[src/rtl/dwpid_pkg.sv]
// Shared types and constants for the two-wheel encoder PID speed controller.
`timescale 1ns / 1ps
`default_nettype none

package dwpid_pkg;

	// Event codes carried by an input transaction.
	typedef enum logic [1:0] {
		MODE_LEFT  = 2'd0,
		MODE_RIGHT = 2'd1,
		MODE_TICK  = 2'd2,
		MODE_CLEAR = 2'd3
	} mode_t;

	// Configuration register indexes.
	localparam int unsigned CFG_IDX_W = 3;
	localparam logic [CFG_IDX_W-1:0] CFG_TARGET_LEFT  = 3'd0;
	localparam logic [CFG_IDX_W-1:0] CFG_TARGET_RIGHT = 3'd1;
	localparam logic [CFG_IDX_W-1:0] CFG_GAIN_PROP    = 3'd2;
	localparam logic [CFG_IDX_W-1:0] CFG_GAIN_INTEG   = 3'd3;
	localparam logic [CFG_IDX_W-1:0] CFG_GAIN_DERIV   = 3'd4;
	localparam logic [CFG_IDX_W-1:0] CFG_INTEG_LIMIT  = 3'd5;
	localparam logic [CFG_IDX_W-1:0] CFG_DRIVE_LIMIT  = 3'd6;
	localparam logic [CFG_IDX_W-1:0] CFG_LOOP_ENABLE  = 3'd7;
	localparam int unsigned CFG_DATA_W = 16;

	// Reset values of the configuration registers.
	localparam logic [15:0] GAIN_PROP_RST   = 16'd6400;
	localparam logic [15:0] GAIN_INTEG_RST  = 16'd184;
	localparam logic [15:0] GAIN_DERIV_RST  = 16'd550;
	localparam logic [9:0]  INTEG_LIMIT_RST = 10'd255;
	localparam logic [7:0]  DRIVE_LIMIT_RST = 8'd255;

	// Configuration register file contents.
	typedef struct packed {
		logic signed [10:0] target_left;
		logic signed [10:0] target_right;
		logic [15:0]        gain_prop;
		logic [15:0]        gain_integ;
		logic [15:0]        gain_deriv;
		logic [9:0]         integral_limit;
		logic [7:0]         drive_limit;
		logic               loop_enable;
	} cfg_t;

	// Per-wheel terms that feed the PID multipliers.
	typedef struct packed {
		logic signed [15:0] err;
		logic signed [10:0] integ;
		logic signed [16:0] diff;
	} pid_term_t;

endpackage

`default_nettype wire

[src/rtl/dwpid_cfg.sv]
// Configuration register file for the two-wheel encoder PID speed controller.
`timescale 1ns / 1ps
`default_nettype none

module dwpid_cfg (
	input  wire logic                             clk,
	input  wire logic                             arst_n,
	input  wire logic                             cfg_valid,
	output logic                                  cfg_ready,
	input  wire logic [dwpid_pkg::CFG_IDX_W-1:0]  cfg_index,
	input  wire logic [dwpid_pkg::CFG_DATA_W-1:0] cfg_data,
	output dwpid_pkg::cfg_t                       cfg
);
	import dwpid_pkg::*;

	cfg_t cfg_q;

	// Writes are always accepted.
	assign cfg_ready = 1'b1;
	assign cfg = cfg_q;

	// Register write decode.
	always_ff @(posedge clk or negedge arst_n) begin
		if (!arst_n) begin
			cfg_q.target_left    <= '0;
			cfg_q.target_right   <= '0;
			cfg_q.gain_prop      <= GAIN_PROP_RST;
			cfg_q.gain_integ     <= GAIN_INTEG_RST;
			cfg_q.gain_deriv     <= GAIN_DERIV_RST;
			cfg_q.integral_limit <= INTEG_LIMIT_RST;
			cfg_q.drive_limit    <= DRIVE_LIMIT_RST;
			cfg_q.loop_enable    <= 1'b0;
		end else if (cfg_valid) begin
			case (cfg_index)
				CFG_TARGET_LEFT:  cfg_q.target_left    <= cfg_data[10:0];
				CFG_TARGET_RIGHT: cfg_q.target_right   <= cfg_data[10:0];
				CFG_GAIN_PROP:    cfg_q.gain_prop      <= cfg_data[15:0];
				CFG_GAIN_INTEG:   cfg_q.gain_integ     <= cfg_data[15:0];
				CFG_GAIN_DERIV:   cfg_q.gain_deriv     <= cfg_data[15:0];
				CFG_INTEG_LIMIT:  cfg_q.integral_limit <= cfg_data[9:0];
				CFG_DRIVE_LIMIT:  cfg_q.drive_limit    <= cfg_data[7:0];
				CFG_LOOP_ENABLE:  cfg_q.loop_enable    <= cfg_data[0];
				default: begin
				end
			endcase
		end
	end

endmodule

`default_nettype wire

[config.mk]
export PLATFORM = sky130hd
export DESIGN_NAME = dwpid_cfg
export DESIGN_NICKNAME = d
export VERILOG_FILES = /design/src/rtl/dwpid_pkg.sv /design/src/rtl/dwpid_cfg.sv
export SDC_FILE = /design/constraint.sdc
export NUM_CORES = 1
export LEC_CHECK = 0
export BUFFER_PORTS_ARGS = -buffer_cell sky130_fd_sc_hd__buf_2
export CAP_MARGIN = 10
export CORE_ASPECT_RATIO = 0.5
export CORE_MARGIN = 2
export CORE_UTILIZATION = 56
export CTS_BUF_LIST = sky130_fd_sc_hd__clkbuf_4
export DETAILED_ROUTE_END_ITERATION = 10
export PLACE_DENSITY = 0.92
export SETUP_SLACK_MARGIN = 0.3
export SYNTH_ARGS = -nofsm -noshare
export SYNTH_HDL_FRONTEND = slang
export SYNTH_SLANG_ARGS = --single-unit
[constraint.sdc]
create_clock -name clk -period 1.3 [get_ports clk]
set_input_delay 0.13 -clock clk [delete_from_list [all_inputs] [get_ports clk]]
set_output_delay 0.13 -clock clk [all_outputs]
set_load 0.05 [all_outputs]
* After elaboration in Yosys (flattened, before gate mapping)
Cells that the tools add are included.
Word-level totals: logic and storage cells 24, output and inout port bits 90, input port bits 22, flip-flop bits (word level) 89
Operators by class: equality and inequality tests 7, reductions and logical operators 9
Operator list (count):
- $reduce_and A2 Y1 | 8
- $eq A3 B3 Y1 const B | 4
- $eq A3 B2 Y1 const B | 2
- $eq A3 B1 Y1 const B | 1
- $logic_not A3 Y1 | 1

* Longest topological paths before layout
Gate-level depths: netlist of run 1.
depth after elaboration 2, depth in mapped cells 5

* Worst setup path after synthesis of run 1
No wires, ideal clock.
kind input to register, start input cfg_index[0] in the netlist's numbering, end register cfg_q, in the netlist cfg[56], setup time 0.125 ns, path slack -0.010 ns, data arrival time 1.185 ns, required time 1.175 ns, stages on the path 5, path through buf_2 -> nor4bb_1 -> buf_4 -> buf_6 -> mux2_2
Between the ends: cells in the longest elaborated chain, start to end 2
Ends and longest elaborated chain:
- start, declared | RTL line dwpid_cfg.sv:10 | input wire logic [dwpid_pkg::CFG_IDX_W-1:0] cfg_index,
- $eq A3 B2 Y1 | RTL line dwpid_cfg.sv:34 | case (cfg_index)
- $reduce_and A2 Y1 (no source line)
- end, declared | RTL line dwpid_cfg.sv:16 | cfg_t cfg_q;
Every way passes these cells. A chain may end at the register's enable or synchronous reset.

* Worst setup path after layout of run 1
start register cfg_q, in the netlist cfg[8], end output cfg[8] in the netlist's numbering
RTL lines:
- end, declared | RTL line dwpid_cfg.sv:12 | output dwpid_pkg::cfg_t cfg
No word-level cell between the ends.

==> results of run 1 <==
through the flow:
step                area [um2]  hold slack [ns]  total power [uW]  setup WS [ns]  std cells
floorplan                 3600           -0.166              6810         0.0513        199
CTS                       5450          0.00496             11000        -0.0307        442
global route              5680           0.0163             11900        -0.0856        460
finish                    5680           0.0148             11700        -0.0664        460
detailed placement        4310            0.199              7740        -0.0975        390
global placement          4310            0.190              7630        -0.0183        390
layer usage:
metal	share of wire, %	vias to the layer above	track usage (%)
met5	0	-	0
met1	36	1362	41.1
met2	53	137	56.6
li1	-	1067	-
met3	6.6	54	10.0
met4	4.7	0	13.8
cell type report:
type / count / area share [%]
flip-flops and latches: 89 / 39.8
multi-input cells: 98 / 22.2
clock buffers: 9 / 1.19
well taps: 77 / 1.70
repair buffers: 180 / 33.1
clock inverters: 7 / 1.92
cell usage after synthesis (all sizes together):
library cell / n
dfrtp: 62
mux2: 89
and4bb: 1
nand4: 1
nor4b: 1
dfstp: 27
conb: 1
buf: 12
nor4bb: 2
nand4b: 3
kinds of logic after synthesis:
group	synth area share, %
muxes	29.1
DFF	65.6
buffers and inverters	2.47
and+or+nand+nor	2.76
other	0.109
worst paths after layout:
kind,to,depth (start not counted)
setup reg to reg,cfg[70],3
min in group asynchronous,cfg[67],3
setup / recovery,cfg[8],1
hold reg to reg,cfg[47],1
hold / removal,cfg[22],2
max in group asynchronous,cfg[63],3
repair_timing:
item / CTS / global route
hold endpoints to repair: 103 / 0
hold buffers: 12 / 0
buffers inserted: 24 / 18
setup endpoints to repair: 89 / 96
gates resized for setup: 205 / 25
layout by cell type (no fill, tap or decap):
cell type and instances:
mux2_2 54, clkbuf_4 9, dfstp_2 27, bufinv_16 3
clkinv_1 1, buf_8 27, mux2_1 2, mux2_4 33
nand4_1 1, nor4bb_4 2, nand4b_1 2, buf_4 35
dfrtp_1 62, buf_2 20, conb_1 1, buf_6 83
nor4b_4 1, nand4b_4 1, dlygate4sd3_1 12, and4bb_2 1
clkinv_2 3, buf_12 3
power groups by stage:
stage | Combinational (uW) | Sequential [uW] | Clock [uW]
CTS | 5040 | 4010 | 1900
finish | 5530 | 4140 | 2010
detailed placement | 3860 | 3880 | 0
global route | 5670 | 4180 | 2090
floorplan | 737 | 6070 | 0
global placement | 3790 | 3840 | 0
==> reports/qor.yml, run 1 <==
outcome:
  run_status: "finished with violations"
  failed_checks: "setup timing"
power:
  cell_internal_pwr_uw: 6870
  switching_share_pct: 41.1
  p_leak_uw: 0.00269
  seq_power_share_pct: 35.5
  power.combinational.fraction_pct: 47.3
  power_density_mw_per_mm2: 2060
  max-vdd-ir-drop_mv: 1.45
  share_clk_of_total_power_pct: 17.2
  power.switching_uw: 4800
die:
  placementRows: 20
  io_pins: 112
  initial_utilization_pct: 57.4
  die_height_um: 59.5
  floorplan.die_area_mm2: 0.00684
  dieWidth_um: 115
  core_region_area_mm2: 0.00601
global_routing:
  overall_routing_resource_usage_pct: 33.4
  vias_in_the_first_global_route: 2669
  wire_length_of_the_first_global_routing_pass_mm: 16.0
  grt_antenna_before_repair: 0
  pin_count_of_the_biggest_net_entering_global_routing: 90
  total_congestion_overflow: 0
detailed_routing:
  routed-via-count: 2620
  vias_per_inst: 5.70
  detail_route.wirelength_mm: 12.5
  detail_route.iter0.violations: 213
  antenna_violation_net_count_after_detailed_routing: 0
  firstDrtPassIters: 4
  remaining_drc_errors: 0
  avgRoutedWirePerCell_um: 27.2
setup_path:
  worst_setup_path_start_kind: "flop"
  crit_buf_inv: 1
  critPathArrivalTime_ns: 1.24
  critical_path.startpoint: "cfg[8]"
  rr_startpoint: "cfg[70]"
  crit_path_cell_trace: "buf_8"
  required_ns: 1.17
  critPathSlowestCell: "dfstp_2"
  worst-r2r-setup-slack_ns: 0.24
  cpPeakStageDelay_ns: 0.60
  endpoint_type_of_the_worst_setup_path: "primary output"
  path_max_fanout: 2
  timing_worst_setup_path_type: "flop to primary output"
  path_delay_family: "flip-flops"
finish:
  largest_reg_flops: 89
  areaGrowthSynthToFinish_pct: 64.8
  layout-drive-gt1-share_pct: 78.9
  final_util_pct: 94.6
  multi_input_comb_area_mm2: 0.00126
  design.final.nets: 400
  seq_area_mm2: 0.00226
  antenna_cells: 0
  filler_cell_count: 134
sta:
  grt_setup_unrepaired: "yes"
  number_of_slew_limit_violations_in_the_final_report: 0
  final.setup.tns_ns: -1.11
  fmax_ghz: 0.732
  final_period_minus_worst_setup_slack_ns: 1.37
  setup_viol_count_final: 27
  timing.final.hold_violations: 0
  fin_crit_sh_pct: 105
  timing.final.ws_setup_ns: -0.0664
  fin_worst_skew_ns: 0
cts:
  clock_sinks: 89
  worst_setup_hold_path_clk_slew_ns: 0.16
  ctsRootBufferMaster: "clkbuf_4"
  htreeDepth: 3
  clkLatencyLatePin_ns: 0.46
  clock_path_buffers: 2
  tritoncts.num_buffers: 9
  cts_tree: "yes"
synthesis:
  synth.cell_area_mm2: 0.00345
  synth_cells: 199
  synth_top_cell_by_area: "dfrtp_1"
  yosysWarningCount: 0
  ys_seq_elements: 89
  post-synth-top-area-fraction_pct: 45.0
  syn_nets: 221
  ys_types: 14
  netlist_top_cells_area: "dfrtp_1, mux2_2, dfstp_2"
  post_synth.cell_area_avg_um2: 17.3
  synth_sequential_area_ratio_pct: 65.6
min_path:
  worstHoldStart: "cfg_data[3]"
  hp-class: "input pin to flop"
run:
  max_cap_violations: 0
place:
  buffer_ports.inserted: 110
  dp.final_hpwl_mm: 5.27
  gpl_congestion: 0.804
Power figures use the tool's default switching activity.
==> run 2: changes to the inputs <==
--- a/config.mk
+++ b/config.mk
@@ -15,3 +15,3 @@
 export PLACE_DENSITY = 0.92
-export SETUP_SLACK_MARGIN = 0.3
+export SETUP_SLACK_MARGIN = 0.05
 export SYNTH_ARGS = -nofsm -noshare
--- a/constraint.sdc
+++ b/constraint.sdc
@@ -3,2 +3,2 @@
 set_output_delay 0.13 -clock clk [all_outputs]
-set_load 0.05 [all_outputs]
+set_load 0.01 [all_outputs]
==> run 2 against run 1 <==
Effect of this change: the run now ends clean; clock power down 37%; die area unchanged; sequential share of layout area up 8.7 points; non-clock buffer count down 39.
==> reports/qor.yml, run 2 (synthesized netlist as in run 1, its figures left out) <==
outcome:
  run_status: "complete, no violations"
sta:
  timing.final.ws_setup_ns: 0.0550  # +0.121 ns
  fin_crit_sh_pct: 95.8  # -9.3 points
  fin_worst_skew_ns: 0  # unchanged
  timing.final.hold_violations: 0  # unchanged
  grt_setup_unrepaired: "yes"
  final_period_minus_worst_setup_slack_ns: 1.25  # -0.121 ns
  fmax_ghz: 0.803  # +9.8%
  hold_ws_ns: 0.0406  # +0.0258 ns
  number_of_slew_limit_violations_in_the_final_report: 0  # unchanged
  setup_viol_count_final: 0  # -100%
finish:
  layout-drive-gt1-share_pct: 75.3  # -3.6 points
  areaGrowthSynthToFinish_pct: 35.1
  seq_area_mm2: 0.00226  # unchanged
  design.final.nets: 361  # -9.8%
  filler_cell_count: 342  # +160%
  largest_reg_flops: 89  # unchanged
  antenna_cells: 0  # unchanged
  multi_input_comb_area_mm2: 0.00119  # -6.0%
  most_frequent_standard_cell_in_the_layout_excluding_fill_and_tap_cells: "buf_2"
  most-common-layout-cells: "buf_2, mux2_2, dfrtp_1"
cts:
  clkLatencyLatePin_ns: 0.42  # -0.04 ns
  htreeDepth: 3  # unchanged
  cts_tree: "yes"
  clock_sinks: 89  # unchanged
  tritoncts.num_buffers: 9  # unchanged
  ctsRootBufferMaster: "clkbuf_4"
  worst_setup_hold_path_clk_slew_ns: 0.13  # -0.03 ns
  clock_path_buffers: 2  # unchanged
power:
  power_density_mw_per_mm2: 1560  # -24%
  p_leak_uw: 0.00221  # -18%
  max-vdd-ir-drop_mv: 0.921  # -37%
setup_path:
  critPathArrivalTime_ns: 1.12  # -0.12 ns
  crit_buf_inv: 1  # unchanged
  cpPeakStageDelay_ns: 0.57  # -0.03 ns
  path_max_fanout: 2  # unchanged
  critPathSlowestCell: "dfstp_2"
  required_ns: 1.17  # about the same
  endpoint_type_of_the_worst_setup_path: "primary output"
  path_delay_family: "flip-flops"
  worst_setup_path_start_kind: "flop"
  crit_path_cell_trace: "buf_6"
  timing_worst_setup_path_type: "flop to primary output"
global_routing:
  vias_in_the_first_global_route: 2351  # -12%
  total_congestion_overflow: 0  # unchanged
  wire_length_of_the_first_global_routing_pass_mm: 12.4  # -23%
  overall_routing_resource_usage_pct: 25.3  # -8.1 points
  grt_antenna_before_repair: 0  # unchanged
  pin_count_of_the_biggest_net_entering_global_routing: 80  # -11%
place:
  dp_slack_ns: -0.150  # -0.0524 ns
  buffer_ports.inserted: 110  # unchanged
  gpl_congestion: 0.759  # -5.6%
  dp.final_hpwl_mm: 5.12  # -2.7%
detailed_routing:
  vias_per_inst: 5.28  # -7.3%
  avgRoutedWirePerCell_um: 18.8  # -31%
  firstDrtPassIters: 4  # unchanged
  detail_route.wirelength_mm: 7.90  # -37%
  antenna_violation_net_count_after_detailed_routing: 0  # unchanged
  detail_route.iter0.violations: 81  # -62%
  routed-via-count: 2223  # -15%
  remaining_drc_errors: 0  # unchanged
die:
  die_height_um: 59.5  # unchanged
  placementRows: 20  # unchanged
  io_pins: 112  # unchanged
  floorplan.die_area_mm2: 0.00684  # unchanged
  dieWidth_um: 115  # unchanged
  initial_utilization_pct: 57.4  # unchanged
  core_region_area_mm2: 0.00601  # unchanged
run:
  max_cap_violations: 0  # unchanged
min_path:
  hp-class: "input pin to flop"
run 2: cell count changes in the layout (fill, tap and decap cells not counted), sizes merged:
| cell | previous run | this run |
|---|---|---|
| clkbuf | 9 | 10 |
| dlygate4sd3 | 12 | 13 |
| buf | 168 | 128 |
| clkinv | 4 | 6 |
| bufinv | 3 | 0 |
run 2: path summary, 6_finish.rpt:
kind	start	endpoint	slack [ns]	depth (start not counted)
min in group asynchronous	arst_n	cfg[51]	0.06	2
max reg2reg	cfg[13]	cfg[13]	0.45	2
max	cfg[16]	cfg[16]	0.05	1
min reg2reg	cfg[0]	cfg[0]	0.52	1
min	cfg_data[3]	cfg[4]	0.04	2
max in group asynchronous	arst_n	cfg[63]	0.58	3
run 2: area by class of cell:
class | count | share of cell area (%)
sequential | 89 | 48.5
clock inverter | 6 | 0.537
tap | 77 | 2.07
timing repair buffer | 141 | 21.7
clock buffer | 10 | 1.61
multi-input combinational | 98 | 25.5
run 2: repair_timing:
action                     CTS  global route
gates resized for setup     27             0
setup endpoints to repair   27            27
hold endpoints to repair    98             2
buffers inserted             0             1
pin swaps                    0             0
hold buffers                12             1
run 2: where the power goes:
part	internal [uW]	total, uW	switching [uW]	leakage [uW]
clock	385	1260	871	0.0000601
combinational	1220	2110	884	0.00112
sequential	3510	3890	381	0.00103
total	5120	7260	2140	0.00221
run 2: metal layers:
| layer | routed length (um) | track usage [%] | up-vias |
|---|---|---|---|
| met3 | 293 | 7.36 | 16 |
| met5 | 0 | 0 | - |
| met1 | 3320 | 31.9 | 1162 |
| met4 | 178 | 10.8 | 0 |
| met2 | 4110 | 41.8 | 57 |
| li1 | - | - | 988 |
run 2: metrics by stage:
step	area (um2)	power [uW]	TNS, ns	utilization, %	cells
after global routing	4660	7640	-0.0191	77.5	421
after global placement	4250	5640	-1.01	70.8	391
after CTS	4640	7270	0	77.3	419
after floorplan	3530	4820	0	-	199
final	4660	7260	0	77.5	421
after detailed placement	4250	5730	-2.87	70.8	391
==> run 3: changes to the inputs <==
- CORE_UTILIZATION: 56 -> 53
- PLACE_DENSITY: 0.92 -> 0.88
==> run 3 against run 2 <==
Effect of this change: sequential share of layout area down 0.59 points; clock-buffer cell count up 1; register-to-register slack about the same; power up 0.50%; clock power about the same; highest routed layer unchanged; sequential power about the same; final area up 1.2%; largest cell class unchanged.
==> reports/qor.yml, run 3 (synthesized netlist as in run 1, its figures left out) <==
outcome:
  run_status: "complete, no violations"
cts:
  clkLatencyLatePin_ns: 0.43  # about the same
  ctsRootBufferMaster: "clkbuf_4"
  clock_sinks: 89  # unchanged
  htreeDepth: 3  # unchanged
  worst_setup_hold_path_clk_slew_ns: 0.13  # about the same
  clock_path_buffers: 2  # unchanged
  tritoncts.num_buffers: 9  # unchanged
  cts_tree: "yes"
power:
  power.combinational.fraction_pct: 29.1  # about the same
  max-vdd-ir-drop_mv: 0.745  # -19%
  p_leak_uw: 0.00221  # +0.33%
  seq_power_share_pct: 53.4  # -0.3 points
  power_density_mw_per_mm2: 1550  # -0.73%
  power.switching_uw: 2130  # -0.29%
  share_clk_of_total_power_pct: 17.5  # +0.2 points
  cell_internal_pwr_uw: 5160  # +0.82%
  switching_share_pct: 29.2  # -0.23 points
finish:
  most-common-layout-cells: "buf_2, mux2_2, dfrtp_1"
  layout-drive-gt1-share_pct: 75.6  # +0.29 points
  areaGrowthSynthToFinish_pct: 36.8
  filler_cell_count: 366  # +7.0%
  design.final.nets: 361  # unchanged
  final_util_pct: 76.3  # -1.3 points
  most_frequent_standard_cell_in_the_layout_excluding_fill_and_tap_cells: "buf_2"
  largest_reg_flops: 89  # unchanged
  antenna_cells: 0  # unchanged
setup_path:
  crit_path_cell_trace: "buf_6"
  path_max_fanout: 2  # unchanged
  endpoint_type_of_the_worst_setup_path: "primary output"
  critPathSlowestCell: "dfstp_2"
  required_ns: 1.17  # about the same
  timing_worst_setup_path_type: "flop to primary output"
  worst_setup_path_start_kind: "flop"
  cpPeakStageDelay_ns: 0.57  # about the same
  crit_buf_inv: 1  # unchanged
  path_delay_family: "flip-flops"
  critPathArrivalTime_ns: 1.11  # about the same
sta:
  fmax_ghz: 0.804  # about the same
  timing.final.ws_setup_ns: 0.0558  # +0.000859 ns
  setup_viol_count_final: 0  # unchanged
  timing.final.hold_violations: 0  # unchanged
  final_period_minus_worst_setup_slack_ns: 1.24  # -0.000859 ns
  fin_worst_skew_ns: 0  # unchanged
  fin_crit_sh_pct: 95.7  # about the same
  number_of_slew_limit_violations_in_the_final_report: 0  # unchanged
  grt_setup_unrepaired: "yes"
global_routing:
  wire_length_of_the_first_global_routing_pass_mm: 12.5  # +1.0%
  vias_in_the_first_global_route: 2396  # +1.9%
  grt_antenna_before_repair: 0  # unchanged
  total_congestion_overflow: 0  # unchanged
  overall_routing_resource_usage_pct: 23.4  # -1.9 points
  pin_count_of_the_biggest_net_entering_global_routing: 31  # -61%
place:
  dp_slack_ns: -0.0858  # +0.0641 ns
  dp.final_hpwl_mm: 5.49  # +7.1%
  gpl_congestion: 0.855  # +13%
  buffer_ports.inserted: 110  # unchanged
detailed_routing:
  detail_route.wirelength_mm: 7.95  # +0.68%
  avgRoutedWirePerCell_um: 18.4  # -1.9%
  vias_per_inst: 5.15  # -2.5%
  remaining_drc_errors: 0  # unchanged
  routed-via-count: 2225  # +0.090%
  detail_route.iter0.violations: 51  # -37%
  firstDrtPassIters: 4  # unchanged
  antenna_violation_net_count_after_detailed_routing: 0  # unchanged
die:
  initial_utilization_pct: 55.8  # -1.6 points
  core_region_area_mm2: 0.00618  # +2.9%
  io_pins: 112  # unchanged
  dieWidth_um: 118  # +2.7%
  die_height_um: 61.0  # +2.6%
  placementRows: 20  # unchanged
  floorplan.die_area_mm2: 0.00720  # +5.4%
run:
  max_cap_violations: 0  # unchanged
min_path:
  hp-class: "input pin to flop"
run 3: cell count changes in the layout (fill, tap and decap cells not counted), sizes merged:
cell      before  now
clkbuf        10   11
clkinv         6    4
clkinvlp       0    1
run 3: final cells by class:
type                       instances  area (um2)  area share [%]
timing repair buffer             141        1050            22.3
tap                               88         110            2.34
multi-input combinational         98        1190            25.2
sequential                        89        2260            48.0
clock buffer                      11        82.6            1.75
clock inverter                     5        23.8           0.504
run 3: power groups by stage:
stage | Clock (uW) | Combinational (uW) | Sequential, uW
2_1_floorplan | 0 | 669 | 4150
3_3_place_gp | 0 | 1820 | 3840
3_5_place_dp | 0 | 1890 | 3880
4_1_cts | 1310 | 2120 | 3880
5_1_grt | 1420 | 2280 | 3960
6_report | 1280 | 2130 | 3890
run 3: through the flow:
| stage | TNS, ns | instance area, um2 | hold slack, ns | total power (uW) | cells |
|---|---|---|---|---|---|
| 3_5_place_dp | -1.78 | 4300 | 0.0891 | 5770 | 402 |
| 2_1_floorplan | 0 | 3530 | -0.166 | 4820 | 199 |
| 3_3_place_gp | -0.334 | 4300 | 0.0842 | 5660 | 402 |
| 5_1_grt | -0.00360 | 4710 | 0.0183 | 7650 | 432 |
| 6_report | 0 | 4710 | 0.0317 | 7290 | 432 |
| 4_1_cts | 0 | 4700 | 0.00305 | 7320 | 431 |
run 3: path summary, 6_finish.rpt:
kind | startpoint | end | slack (ns) | cells after the start
min in group asynchronous | arst_n | cfg[83] | 0.16 | 2
max | cfg[42] | cfg[42] | 0.06 | 1
min | cfg_data[1] | cfg[2] | 0.03 | 2
min reg2reg | cfg[22] | cfg[22] | 0.51 | 1
max reg2reg | cfg[15] | cfg[15] | 0.46 | 2
max in group asynchronous | arst_n | cfg[38] | 0.54 | 3
run 3: repair_timing:
action / CTS / global route
endpoints found under the hold margin: 117 / 0
setup endpoints to repair: 26 / 27
resized for setup: 26 / 1
hold buffers: 13 / 0
setup buffers: 0 / 1
run 3: layer usage:
| metal | wire length, um | vias up | track usage, % | part of all wire, % |
|---|---|---|---|---|
| met5 | 0 | - | 0 | 0 |
| met4 | 69 | 0 | 7.92 | 0.87 |
| met3 | 390 | 6 | 7.13 | 4.9 |
| met2 | 4300 | 70 | 43.1 | 54 |
| met1 | 3200 | 1155 | 27.4 | 40 |
| li1 | - | 994 | - | - |
