### config.mk
export PLATFORM = sky130hd
export DESIGN_NAME = dwpid_track
export DESIGN_NICKNAME = d
export VERILOG_FILES = /design/src/rtl/dwpid_pkg.sv /design/src/rtl/dwpid_track.sv
export SDC_FILE = /design/constraint.sdc
export NUM_CORES = 1
export LEC_CHECK = 0
export ABC_AREA = 1
export BUFFER_PORTS_ARGS = -buffer_cell sky130_fd_sc_hd__clkbuf_2
export CORE_MARGIN = 2
export CORE_UTILIZATION = 65
export DETAILED_ROUTE_END_ITERATION = 7
export PLACE_DENSITY = 0.85
export SYNTH_ARGS = -nofsm -noshare
export SYNTH_HDL_FRONTEND = slang
export SYNTH_SLANG_ARGS = --single-unit
### constraint.sdc
create_clock -name clk -period 24.8 [get_ports clk]
set_input_delay 3.72 -clock clk [delete_from_list [all_inputs] [get_ports clk]]
set_output_delay 3.72 -clock clk [all_outputs]
set_load 0.005 [all_outputs]
### src/rtl/dwpid_pkg.sv
// Shared types and constants for the two-wheel encoder PID speed controller.
`timescale 1ns / 1ps
`default_nettype none

package dwpid_pkg;

	// Event codes carried by an input transaction.
	typedef enum logic [1:0] {
		MODE_LEFT  = 2'd0,
		MODE_RIGHT = 2'd1,
		MODE_TICK  = 2'd2,
		MODE_CLEAR = 2'd3
	} mode_t;

	// Configuration register indexes.
	localparam int unsigned CFG_IDX_W = 3;
	localparam logic [CFG_IDX_W-1:0] CFG_TARGET_LEFT  = 3'd0;
	localparam logic [CFG_IDX_W-1:0] CFG_TARGET_RIGHT = 3'd1;
	localparam logic [CFG_IDX_W-1:0] CFG_GAIN_PROP    = 3'd2;
	localparam logic [CFG_IDX_W-1:0] CFG_GAIN_INTEG   = 3'd3;
	localparam logic [CFG_IDX_W-1:0] CFG_GAIN_DERIV   = 3'd4;
	localparam logic [CFG_IDX_W-1:0] CFG_INTEG_LIMIT  = 3'd5;
	localparam logic [CFG_IDX_W-1:0] CFG_DRIVE_LIMIT  = 3'd6;
	localparam logic [CFG_IDX_W-1:0] CFG_LOOP_ENABLE  = 3'd7;
	localparam int unsigned CFG_DATA_W = 16;

	// Reset values of the configuration registers.
	localparam logic [15:0] GAIN_PROP_RST   = 16'd6400;
	localparam logic [15:0] GAIN_INTEG_RST  = 16'd184;
	localparam logic [15:0] GAIN_DERIV_RST  = 16'd550;
	localparam logic [9:0]  INTEG_LIMIT_RST = 10'd255;
	localparam logic [7:0]  DRIVE_LIMIT_RST = 8'd255;

	// Configuration register file contents.
	typedef struct packed {
		logic signed [10:0] target_left;
		logic signed [10:0] target_right;
		logic [15:0]        gain_prop;
		logic [15:0]        gain_integ;
		logic [15:0]        gain_deriv;
		logic [9:0]         integral_limit;
		logic [7:0]         drive_limit;
		logic               loop_enable;
	} cfg_t;

	// Per-wheel terms that feed the PID multipliers.
	typedef struct packed {
		logic signed [15:0] err;
		logic signed [10:0] integ;
		logic signed [16:0] diff;
	} pid_term_t;

endpackage

`default_nettype wire

### src/rtl/dwpid_track.sv
// Encoder position counters and PID loop state with per-tick error terms.
`timescale 1ns / 1ps
`default_nettype none

module dwpid_track (
	input  wire logic                 clk,
	input  wire logic                 arst_n,
	input  wire logic                 step,
	input  wire dwpid_pkg::mode_t     mode_s1,
	input  wire logic                 phase_a_s1,
	input  wire logic                 phase_b_s1,
	input  wire dwpid_pkg::cfg_t      cfg,
	output dwpid_pkg::pid_term_t      term_left,
	output dwpid_pkg::pid_term_t      term_right
);
	import dwpid_pkg::*;

	logic [31:0]        left_pos_q, right_pos_q;
	logic [31:0]        left_snap_q, right_snap_q;
	logic signed [10:0] left_integ_q, right_integ_q;
	logic signed [15:0] left_last_q, right_last_q;
	logic [31:0]        left_pos_step, right_pos_step;
	logic               count_up;
	pid_term_t          calc_left, calc_right;

	// Error, clamped integral and error difference for one wheel.
	function automatic pid_term_t wheel_terms(
		input logic signed [10:0] target,
		input logic [31:0]        pos,
		input logic [31:0]        snap,
		input logic signed [10:0] integ,
		input logic signed [15:0] last,
		input logic [9:0]         ilim
	);
		logic [31:0]        delta;
		logic signed [32:0] e_wide;
		logic signed [15:0] err;
		logic signed [16:0] isum;
		logic signed [16:0] lim_p;
		logic signed [16:0] lim_n;
		pid_term_t          t;
		delta  = pos - snap;
		e_wide = 33'(target) - $signed({delta[31], delta});
		if (e_wide > 33'sd32767) begin
			err = 16'sh7fff;
		end else if (e_wide < -33'sd32768) begin
			err = 16'sh8000;
		end else begin
			err = e_wide[15:0];
		end
		isum  = 17'(integ) + 17'(err);
		lim_p = $signed({7'd0, ilim});
		lim_n = -lim_p;
		if (isum > lim_p) begin
			isum = lim_p;
		end else if (isum < lim_n) begin
			isum = lim_n;
		end
		t.err   = err;
		t.integ = isum[10:0];
		t.diff  = 17'(err) - 17'(last);
		return t;
	endfunction

	// Quadrature direction: equal phase levels count up.
	assign count_up       = (phase_a_s1 == phase_b_s1);
	assign left_pos_step  = count_up ? left_pos_q + 32'd1 : left_pos_q - 32'd1;
	assign right_pos_step = count_up ? right_pos_q + 32'd1 : right_pos_q - 32'd1;

	// Loop terms for both wheels; a disabled loop feeds zeros downstream.
	always_comb begin
		calc_left  = wheel_terms(cfg.target_left, left_pos_q, left_snap_q,
			left_integ_q, left_last_q, cfg.integral_limit);
		calc_right = wheel_terms(cfg.target_right, right_pos_q, right_snap_q,
			right_integ_q, right_last_q, cfg.integral_limit);
		term_left  = cfg.loop_enable ? calc_left : '0;
		term_right = cfg.loop_enable ? calc_right : '0;
	end

	// State update as the stage-one event retires.
	always_ff @(posedge clk or negedge arst_n) begin
		if (!arst_n) begin
			left_pos_q    <= '0;
			right_pos_q   <= '0;
			left_snap_q   <= '0;
			right_snap_q  <= '0;
			left_integ_q  <= '0;
			right_integ_q <= '0;
			left_last_q   <= '0;
			right_last_q  <= '0;
		end else if (step) begin
			case (mode_s1)
				MODE_LEFT: begin
					left_pos_q <= left_pos_step;
				end
				MODE_RIGHT: begin
					right_pos_q <= right_pos_step;
				end
				MODE_CLEAR: begin
					left_pos_q  <= '0;
					right_pos_q <= '0;
				end
				MODE_TICK: begin
					left_snap_q   <= left_pos_q;
					right_snap_q  <= right_pos_q;
					left_integ_q  <= term_left.integ;
					right_integ_q <= term_right.integ;
					left_last_q   <= term_left.err;
					right_last_q  <= term_right.err;
				end
				default: begin
				end
			endcase
		end
	end

endmodule

`default_nettype wire

---- After elaboration in Yosys (flattened, before gate mapping) ----
Index checks and enable logic that the tools add are counted.
operators by class
  muxes and demuxes ....................... 14
  reduce and logical (&&, ||, !) cells .... 6
  order comparisons ....................... 8
  equal/unequal tests ..................... 4
  $add $sub $neg .......................... 13
operators by type and width
  operator                 number
  $pmux W32 S2             2
  $mux W44                 2
  $gt A33 B16 Y1 const B   2
  $lt A33 B16 Y1 const B   2
  $sub A11 B32 Y33         2
  $add A32 B1 Y32 const B  2
  $mux W16                 4
  $mux W32                 2
  $sub A32 B1 Y32 const B  2
  $sub A32 B32 Y32         2
  $mux W11                 4
  $add A11 B16 Y17         2
  $gt A17 B11 Y1           2
  $lt A17 B17 Y1           2
  $sub A16 B16 Y17         2
  $neg A10 Y17             1
  $reduce_and A2 Y1        3
  $eq A2 B2 Y1 const B     2
  $reduce_bool A2 Y1       2
  $eq A2 B1 Y1 const B     1
  $logic_not A2 Y1         1
  $eq A1 B1 Y1             1
storage, ports and cells
  word-level logic and storage cells ...... 53
  register bits ........................... 182

---- Depth between registers and ports, before layout ----
Gate-level depths: netlist of the first run.
  word-level depth ........................ 10
  depth in mapped cells ................... 58

---- Worst setup path after synthesis of the first run ----
OpenSTA, ideal clock, no wires.
  kind .................................... in2out
  start point ............................. input cfg[78] (netlist name)
  end point ............................... output term_left[26] (netlist name)
  slack ................................... 11.982 ns
  path buffers ............................ 2
  arrival time ............................ 9.098 ns
  required time ........................... 21.080 ns
  stages .................................. 49
  cell sequence ........................... inv_1 > ha_1 > fa_1 > inv_1 > nand3_1 > nand3_1 > nand2_1 > nand3_1 > nand2_1 > nand2_1 > nand2_1 > nand2_1 > nand2_1 > nand2_1 > nand2_1 > nor2_1 > nand3_1 > nand2_2 > (+13 left out) > buf_2 > inv_1 > ha_1 > nand2_1 > inv_1 > nand3_1 > nor2_1 > nand4_1 > nand3_1 > nand2_1 > nand2_1 > clkbuf_1 > inv_1 > nand2_1 > o21ai_0 > nand2_1 > nand2_1 > nor2_1
RTL lines
  what                RTL line           RTL
  start: declaration  dwpid_track.sv:12  input wire dwpid_pkg::cfg_t cfg,
  end: declaration    dwpid_track.sv:13  output dwpid_pkg::pid_term_t term_left,

==> impl_metrics.env, run 1 <==
export IMPL_outcome="complete, no violations"
export IMPL_ctsResizeCount=0
export IMPL_ys_ff_latch=182
export IMPL_synth_top_family_by_area="simple AND/OR/NAND/NOR gates"
export IMPL_drive_gt1_frac=0.0599
export IMPL_setup_viol=0
export IMPL_synth_compound_gate_area_share=0.176
export IMPL_slew_viol_final=0
export IMPL_io_pins=184
export IMPL_synthAdderAreaFrac=0.164
export IMPL_crit_path_max_fanout=28
export IMPL_synthSimpleGateAreaFrac=0.311
export IMPL_insertion_delay_ns=0.49
export IMPL_cts_max_level=4
export IMPL_grt_max_degree=106
export IMPL_hold_violations=0
export IMPL_io_buffers=127
export IMPL_synth_edff_count=0
export IMPL_synth_mux_area_frac=0
export IMPL_syn_to_final_growth_pct=6.61
export IMPL_postRouteAntennaNets=0
export IMPL_yosysTopAreaCellShare=0.185
export IMPL_wirelength_um=66700
export IMPL_slew_headroom=0.248
export IMPL_worstHoldPathCells=2
export IMPL_grt_pass1_wl_um=111000
export IMPL_cpMostUsedCell="nand2_1"
export IMPL_seq_area_frac_synth=0.185
export IMPL_cts_max_path_buffers=2
export IMPL_die_area_sq_um=39400
export IMPL_die_w_um=198
export IMPL_finalCritPeriodShare=0.590
export IMPL_vias_per_cell=5.53
export IMPL_synth_nets=4398
export IMPL_drc_errors=0
export IMPL_synth_xor_area_frac=0.0484
export IMPL_tns_ns=0
export IMPL_drt_iter0_markers=1883
export IMPL_hpwl_um=53000
export IMPL_grt_overflow_total=0
export IMPL_antenna_found_initial=1
export IMPL_nFillCells=3465
export IMPL_cpPeakStageDelay_ns=0.51
export IMPL_path_clk_slew_ns=0.07
export IMPL_cts_hold_buf=0
export IMPL_routabilityCongestion=0.947
export IMPL_ys_types=56
export IMPL_cts_root_buf="clkbuf_16"
export IMPL_ys_warn_count=0
export IMPL_die_h_um=198
export IMPL_syn_avg_cell_area_sq_um=6.16
export IMPL_crit_arrival_ns=10.91
export IMPL_dominantRegCellSynth="dfrtp_1"
export IMPL_hp_class="register to register"
export IMPL_grt_pass1_vias=23577
export IMPL_tightest_slew_ns=1.13
export IMPL_core_sq_um=37400
export IMPL_gr_usage_all_layers=0.346
export IMPL_rsz0062_at_grt="no"
export IMPL_maxCapViolCount=0
export IMPL_final_nets=4488
export IMPL_wire_per_inst_um=14.5
export IMPL_initial_core_util=0.657
export IMPL_clkSinkCount=182
export IMPL_worstPathRequired_ns=21.08
export IMPL_vias=25465
export IMPL_ys_top_cells_by_count="nand2_1 (1,117), inv_1 (656), a21oi_1 (340), nor2_1 (329), ha_1 (306)"
export IMPL_setup_worst_path_class="input port to output pin"
export IMPL_min_period_ns=14.63
export IMPL_yosysTopAreaCell="dfrtp_1"
export IMPL_async_flop_share=1.00
export IMPL_finClkSkew_ns=0.00902
export IMPL_yosysMostFrequentCell="nand2_1"
export IMPL_synth_area_sq_um=24600
export IMPL_fp_row_count=71
export IMPL_synth_top_cells_by_area="dfrtp_1 (19%), nand2_1 (17%), ha_1 (16%)"
export IMPL_fmax_mhz=68.4
export IMPL_firstDrtPassIters=6
export IMPL_reg2reg_depth=47
export IMPL_endpoint_kind="output pin"
export IMPL_critPathLaunchType="input port"
export IMPL_post_cts_buffers=0
export IMPL_critPathSlowestCell="ha_1"
export IMPL_numCtsBuffers=17
export IMPL_cts_tree="built"
export IMPL_synthCells=3986
[per-stage QoR]
step	hold slack (ns)	setup slack (ns)	std cells	area (sq um)	utilization
floorplan	0.449	11.98	3986	24600	-
global placement	0.462	10.36	4568	25600	0.684
detailed placement	0.465	10.27	4568	25600	0.684
CTS	0.484	10.25	4600	26200	0.700
global route	0.504	9.22	4601	26200	0.700
finish	0.484	10.17	4601	26200	0.700
[layout make-up]
type                       count  area, sq um  area share
multi-input combinational   3078        17200       0.657
sequential                   182         4550       0.174
inverter                     658         2470      0.0943
timing repair buffer         139          734      0.0280
tap                          511          639      0.0244
clock buffer                  17          425      0.0162
clock inverter                15          166     0.00635
antenna                        1         2.50   0.0000956
[path summary, 6_finish.rpt]
path / start / slack (ns) / end
max in group asynchronous: arst_n / 20.31 / left_snap_q[1]
min in group asynchronous: arst_n / 3.16 / right_pos_q[7]
worst max-delay path: cfg[77] / 10.17 / term_right[24]
worst min-delay path: left_last_q[13] / 0.48 / left_last_q[13]
worst max register to register: right_pos_q[0] / 15.17 / right_integ_q[10]
worst min register to register: left_last_q[13] / 0.48 / left_last_q[13]
[flip-flops by register name, summed over array words and instances (netlist names)]
name           flops
left_snap_q       32
left_last_q       16
left_integ_q      11
left_pos_q        32
right_last_q      16
right_pos_q       32
right_snap_q      32
right_integ_q     11
[placed cells by master, fill, tap and decap left out, types with 47 or more instances in the layout]
master,netlist,final
nor3_1,59,59
inv_1,656,653
dfrtp_1,182,182
nand4_1,47,47
nand3_1,196,196
a21oi_1,340,340
xor2_1,88,88
ha_1,306,306
clkbuf_2,0,126
nand2_1,1117,1116
nor2_1,329,329
o21ai_0,278,278
[cells by family (layout without fill, tap and decap cells)]
family / after synthesis / after routing
flops: 182 / 182
fa+ha+maj: 316 / 316
buf+inv: 726 / 829
compound gates: 788 / 788
simple gates: 1840 / 1840
other cells: 0 / 1
xor+xnor: 134 / 134
[critical path, delay by kind of cell]
family / cells / cell delay [ns]
AOI/OAI and AO/OA: 4 / 0.95
adders and majority gates: 3 / 1.23
buffers and inverters: 5 / 0.70
and+or+nand+nor: 26 / 4.28
[per-layer routing]
metal | vias to the layer above | wire length, um | GRT usage
met1 | 11402 | 29700 | 0.451
met5 | - | 0 | 0
met2 | 752 | 30200 | 0.569
met3 | 145 | 4650 | 0.0610
li1 | 13166 | - | -
met4 | 0 | 2110 | 0.142
Power of run 1 is left out: the tool's default activity adds up to more than one toggle a clock period on the data nets, which glitch-free logic cannot reach.
==> run 2, diff against run 1 <==
Settings changed: CORE_UTILIZATION 65 to 63, PLACE_DENSITY 0.85 to 0.83.
Clock period 24.8 ns to 15.06 ns, I/O delays scaled along.
==> impl_metrics.env, run 2 (synthesis gave the netlist of run 1 again) <==
export IMPL_outcome="complete, no violations"
export IMPL_finalCritPeriodShare=0.821
export IMPL_slew_headroom=0.257
export IMPL_clkSinkCount=182
export IMPL_n_antenna_cell=0
export IMPL_insertion_delay_ns=0.50
export IMPL_core_sq_um=38600
export IMPL_tightest_slew_ns=1.11
export IMPL_die_w_um=201
export IMPL_grt_pass1_wl_um=110000
export IMPL_hold_violations=0
export IMPL_io_buffers=127
export IMPL_drive_gt1_frac=0.0592
export IMPL_rr_endpoint="right_integ_q[7]"
export IMPL_setup_viol=0
export IMPL_grt_max_degree=79
export IMPL_wire_per_inst_um=14.4
export IMPL_syn_to_final_growth_pct=6.60
export IMPL_min_period_ns=12.37
export IMPL_die_h_um=201
export IMPL_critPathLaunchType="register"
export IMPL_gr_usage_all_layers=0.327
export IMPL_cts_max_path_buffers=2
export IMPL_nFillCells=3699
export IMPL_cpPeakStageDelay_ns=0.43
export IMPL_firstDrtPassIters=5
export IMPL_place_ws_ns=3.46
export IMPL_hp_class="register to register"
export IMPL_rr_startpoint="right_pos_q[0]"
export IMPL_grt_pass1_vias=23478
export IMPL_path_clk_slew_ns=0.08
export IMPL_cts_hold_buf=0
export IMPL_drc_errors=0
export IMPL_cpMostUsedCell="nand2_1"
export IMPL_postRouteAntennaNets=0
export IMPL_post_cts_buffers=0
export IMPL_numCtsBuffers=17
export IMPL_final_nets=4487
export IMPL_slew_viol_final=0
export IMPL_worstHoldPathCells=2
export IMPL_io_pins=184
export IMPL_endpoint_kind="output pin"
export IMPL_vias=25501
export IMPL_timing_final_ws_setup_ns=2.69
export IMPL_maxCapViolCount=0
export IMPL_drt_iter0_markers=1740
export IMPL_tns_ns=0
export IMPL_crit_arrival_ns=10.11
export IMPL_cts_tree="built"
export IMPL_cts_root_buf="clkbuf_16"
export IMPL_final_cell_count_no_fill=4605
export IMPL_vias_per_cell=5.54
export IMPL_finClkSkew_ns=0.0202
export IMPL_die_area_sq_um=40600
export IMPL_multi_input_area_sq_um=17200
export IMPL_hpwl_um=53400
export IMPL_post_dp_cell_area_sq_um=25600
export IMPL_final_cell_mix="nand2_1 (1,116), inv_1 (653), a21oi_1 (340)"
export IMPL_rsz0062_at_grt="no"
export IMPL_routabilityCongestion=0.951
export IMPL_worstPathRequired_ns=12.80
export IMPL_final_area_sq_um=26200
export IMPL_hold_path_startpoint="right_last_q[14]"
export IMPL_initial_core_util=0.637
export IMPL_critPathSlowestCell="fa_1"
export IMPL_reg2reg_depth=48
export IMPL_crit_path_max_fanout=28
export IMPL_fmax_mhz=80.8
export IMPL_seq_area_sq_um=4550
export IMPL_antenna_found_initial=0
export IMPL_min_to="right_last_q[14]"
export IMPL_cp_buffers_inverters=8
export IMPL_cts_max_level=4
export IMPL_dp_cells=4574
export IMPL_wirelength_um=66400
export IMPL_grt_overflow_total=0
export IMPL_layout_commonest_cell="nand2_1"
export IMPL_setup_worst_path_class="register to output pin"
export IMPL_crit_family="simple AND/OR/NAND/NOR gates"
export IMPL_worst_r2r_setup_slack_ns=5.43
export IMPL_ctsResizeCount=0
export IMPL_fp_row_count=72
==> run 2: cell count changes in the layout (fill, tap and decap cells not counted) <==
| cell | previous run | this run |
|---|---|---|
| buf_4 | 12 | 11 |
| clkbuf_1 | 0 | 1 |
| clkbuf_8 | 1 | 3 |
| clkinv_2 | 3 | 0 |
| clkinv_4 | 0 | 1 |
| clkinv_8 | 3 | 1 |
| diode_2 | 1 | 0 |
| inv_6 | 4 | 2 |
| inv_8 | 2 | 4 |
==> run 2: tightest hold or removal path, stage by stage, from the launching register on <==
cell     delay, ns
dfrtp_1       0.35
nand2_1       0.05
nand2_1       0.06
==> run 2: metrics by stage <==
step	util	hold slack, ns
after global routing	0.679	0.505
final	0.679	0.485
after CTS	0.679	0.484
after floorplan	-	0.449
after global placement	0.664	0.462
after detailed placement	0.664	0.466
==> run 2: worst max-delay path by stage <==
stage	start	to	slack (ns)	cells past startpoint
finish	right_pos_q[0]	term_right[24]	2.69	49
CTS	right_pos_q[0]	term_right[24]	2.84	48
global placement	cfg[77]	term_right[24]	3.56	38
global route	left_pos_q[0]	term_left[26]	1.90	55
floorplan	cfg[78]	term_left[26]	5.16	49
detailed placement	right_pos_q[0]	term_right[24]	3.46	48
==> run 2: routing by layer <==
layer	vias to the layer above	global-route usage	part of all wire
met5	-	0	0
met4	0	0.126	0.030
met3	131	0.0347	0.057
met2	770	0.543	0.46
met1	11433	0.439	0.46
li1	13167	-	-
==> run 2: cell type report <==
| class | instances | share of cell area |
|---|---|---|
| Sequential cell | 182 | 0.174 |
| Inverter | 658 | 0.0943 |
| Timing Repair Buffer | 138 | 0.0278 |
| Tap cell | 518 | 0.0248 |
| Multi-Input combinational cell | 3078 | 0.657 |
| Clock inverter | 11 | 0.00507 |
| Clock buffer | 20 | 0.0174 |
Power of run 2 is left out for the same reason.
==> run 3, diff against run 2 <==
Settings changed: CORE_UTILIZATION 63 to 57, PLACE_DENSITY 0.83 to 0.79.
Clock period 15.06 ns to 10.44 ns, I/O delays scaled along.
==> impl_metrics.env, run 3 (synthesis gave the netlist of run 1 again) <==
export IMPL_antenna_found_initial=0
export IMPL_cts_root_buf="clkbuf_16"
export IMPL_clkSinkCount=182
export IMPL_final_nets=4520
export IMPL_fmax_mhz=101
export IMPL_min_to="left_last_q[3]"
export IMPL_path_clk_slew_ns=0.07
export IMPL_io_pins=184
export IMPL_outcome="complete, no violations"
export IMPL_grt_max_degree=86
export IMPL_setup_viol=0
export IMPL_worstPathRequired_ns=8.87
export IMPL_fp_row_count=76
export IMPL_cts_hold_buf=0
export IMPL_routabilityCongestion=0.978
export IMPL_layout_commonest_cell="nand2_1"
export IMPL_finClkSkew_ns=0.0261
export IMPL_cpMostUsedCell="nand2_1"
export IMPL_insertion_delay_ns=0.49
export IMPL_rsz0062_at_grt="yes"
export IMPL_core_sq_um=42800
export IMPL_grt_pass1_vias=23071
export IMPL_finalCritPeriodShare=0.953
export IMPL_critPathLaunchType="register"
export IMPL_postRouteAntennaNets=0
export IMPL_reg2reg_depth=51
export IMPL_slew_headroom=0.366
export IMPL_maxCapViolCount=0
export IMPL_hold_violations=0
export IMPL_io_buffers=127
export IMPL_drc_errors=0
export IMPL_crit_start="right_pos_q[0]"
export IMPL_crit_arrival_ns=8.38
export IMPL_worst_r2r_setup_slack_ns=2.49
export IMPL_wirelength_um=67800
export IMPL_syn_to_final_growth_pct=8.84
export IMPL_die_w_um=212
export IMPL_drt_iter0_markers=2199
export IMPL_drive_gt1_frac=0.0816
export IMPL_vias=25589
export IMPL_worstHoldPathCells=2
export IMPL_crit_path_max_fanout=20
export IMPL_critPathSlowestCell="dfrtp_1"
export IMPL_final_cell_mix="nand2_1 (1,105), inv_1 (652), a21oi_1 (325)"
export IMPL_gr_usage_all_layers=0.299
export IMPL_rr_startpoint="right_pos_q[0]"
export IMPL_hp_class="register to register"
export IMPL_vias_per_cell=5.48
export IMPL_rr_endpoint="right_integ_q[9]"
export IMPL_endpoint_kind="output pin"
export IMPL_n_antenna_cell=0
export IMPL_grt_overflow_total=0
export IMPL_post_dp_cell_area_sq_um=25700
export IMPL_setup_worst_path_class="register to output pin"
export IMPL_cts_tree="built"
export IMPL_cpPeakStageDelay_ns=0.38
export IMPL_min_period_ns=9.95
export IMPL_hpwl_um=54000
export IMPL_cts_max_path_buffers=2
export IMPL_initial_core_util=0.574
export IMPL_nFillCells=4149
export IMPL_firstDrtPassIters=6
export IMPL_wire_per_inst_um=14.5
export IMPL_grt_pass1_wl_um=110000
export IMPL_die_h_um=212
export IMPL_tightest_slew_ns=0.950
export IMPL_slew_viol_final=0
export IMPL_hold_path_startpoint="left_last_q[3]"
export IMPL_final_area_sq_um=26700
export IMPL_cts_max_level=4
export IMPL_die_area_sq_um=44800
export IMPL_numCtsBuffers=17
run 3: changes by cell type in the layout (fill, tap and decap cells not counted), moves of 4 or more:
| cell | change |
|---|---|
| a21boi_0 | -4 |
| a21oi_1 | -15 |
| a21oi_2 | +14 |
| buf_4 | +27 |
| ha_1 | -5 |
| nand2_1 | -11 |
| nand2_2 | +10 |
| nor2_1 | -11 |
| nor2_2 | +8 |
| o21ai_0 | -9 |
| o21ai_2 | +9 |
run 3: worst max-delay path by stage:
stage / to / slack (ns) / cells past startpoint
final: term_right[26] / 0.49 / 52
after global routing: term_left[26] / -0.09 / 55
after CTS: term_right[26] / 0.01 / 53
after detailed placement: term_right[26] / 0.29 / 51
after global placement: term_right[26] / 0.35 / 53
after floorplan: term_left[26] / 1.49 / 55
run 3: cell type report:
type                    instances  area, sq um  share of cell area
well taps                     546          683              0.0256
inverters                     658         2470              0.0924
clock buffers                  18          439              0.0164
repair buffers                169          968              0.0362
multi-input cells            3080        17500               0.654
flip-flops and latches        182         4550               0.170
clock inverters                13          141             0.00529
run 3: worst max-delay path, delay by kind of cell, from the launching register on:
kind,cells,cell delay [ns]
simple gates,29,3.61
compound gates,11,1.75
fa+ha+maj,5,1.57
buf+inv,6,0.51
flops,1,0.38
xor+xnor,1,0.07
run 3: per-layer routing:
metal | wire length [um] | GRT usage | part of all wire
met5 | 0 | 0 | 0
met4 | 2110 | 0.109 | 0.031
met3 | 3700 | 0.0309 | 0.055
met2 | 30700 | 0.498 | 0.45
met1 | 31300 | 0.401 | 0.46
run 3: per-stage QoR:
step	TNS, ns	utilization	worst slack (ns)	cells	hold WS, ns
after detailed placement	0	0.601	0.292	4613	0.467
after CTS	0	0.615	0.0140	4644	0.486
after global placement	0	0.601	0.346	4613	0.463
after floorplan	0	-	1.49	3986	0.449
final	0	0.625	0.494	4666	0.482
after global routing	-0.300	0.625	-0.0933	4666	0.507
run 3: repair_timing:
action | in CTS | in global routing
endpoints found under the setup margin | 12 | 22
hold endpoints to repair | 0 | 0
gates resized for setup | 4 | 83
pin swaps | 0 | 20
buffers inserted | 0 | 20
cloned | 0 | 2
Power of run 3 is left out for the same reason.
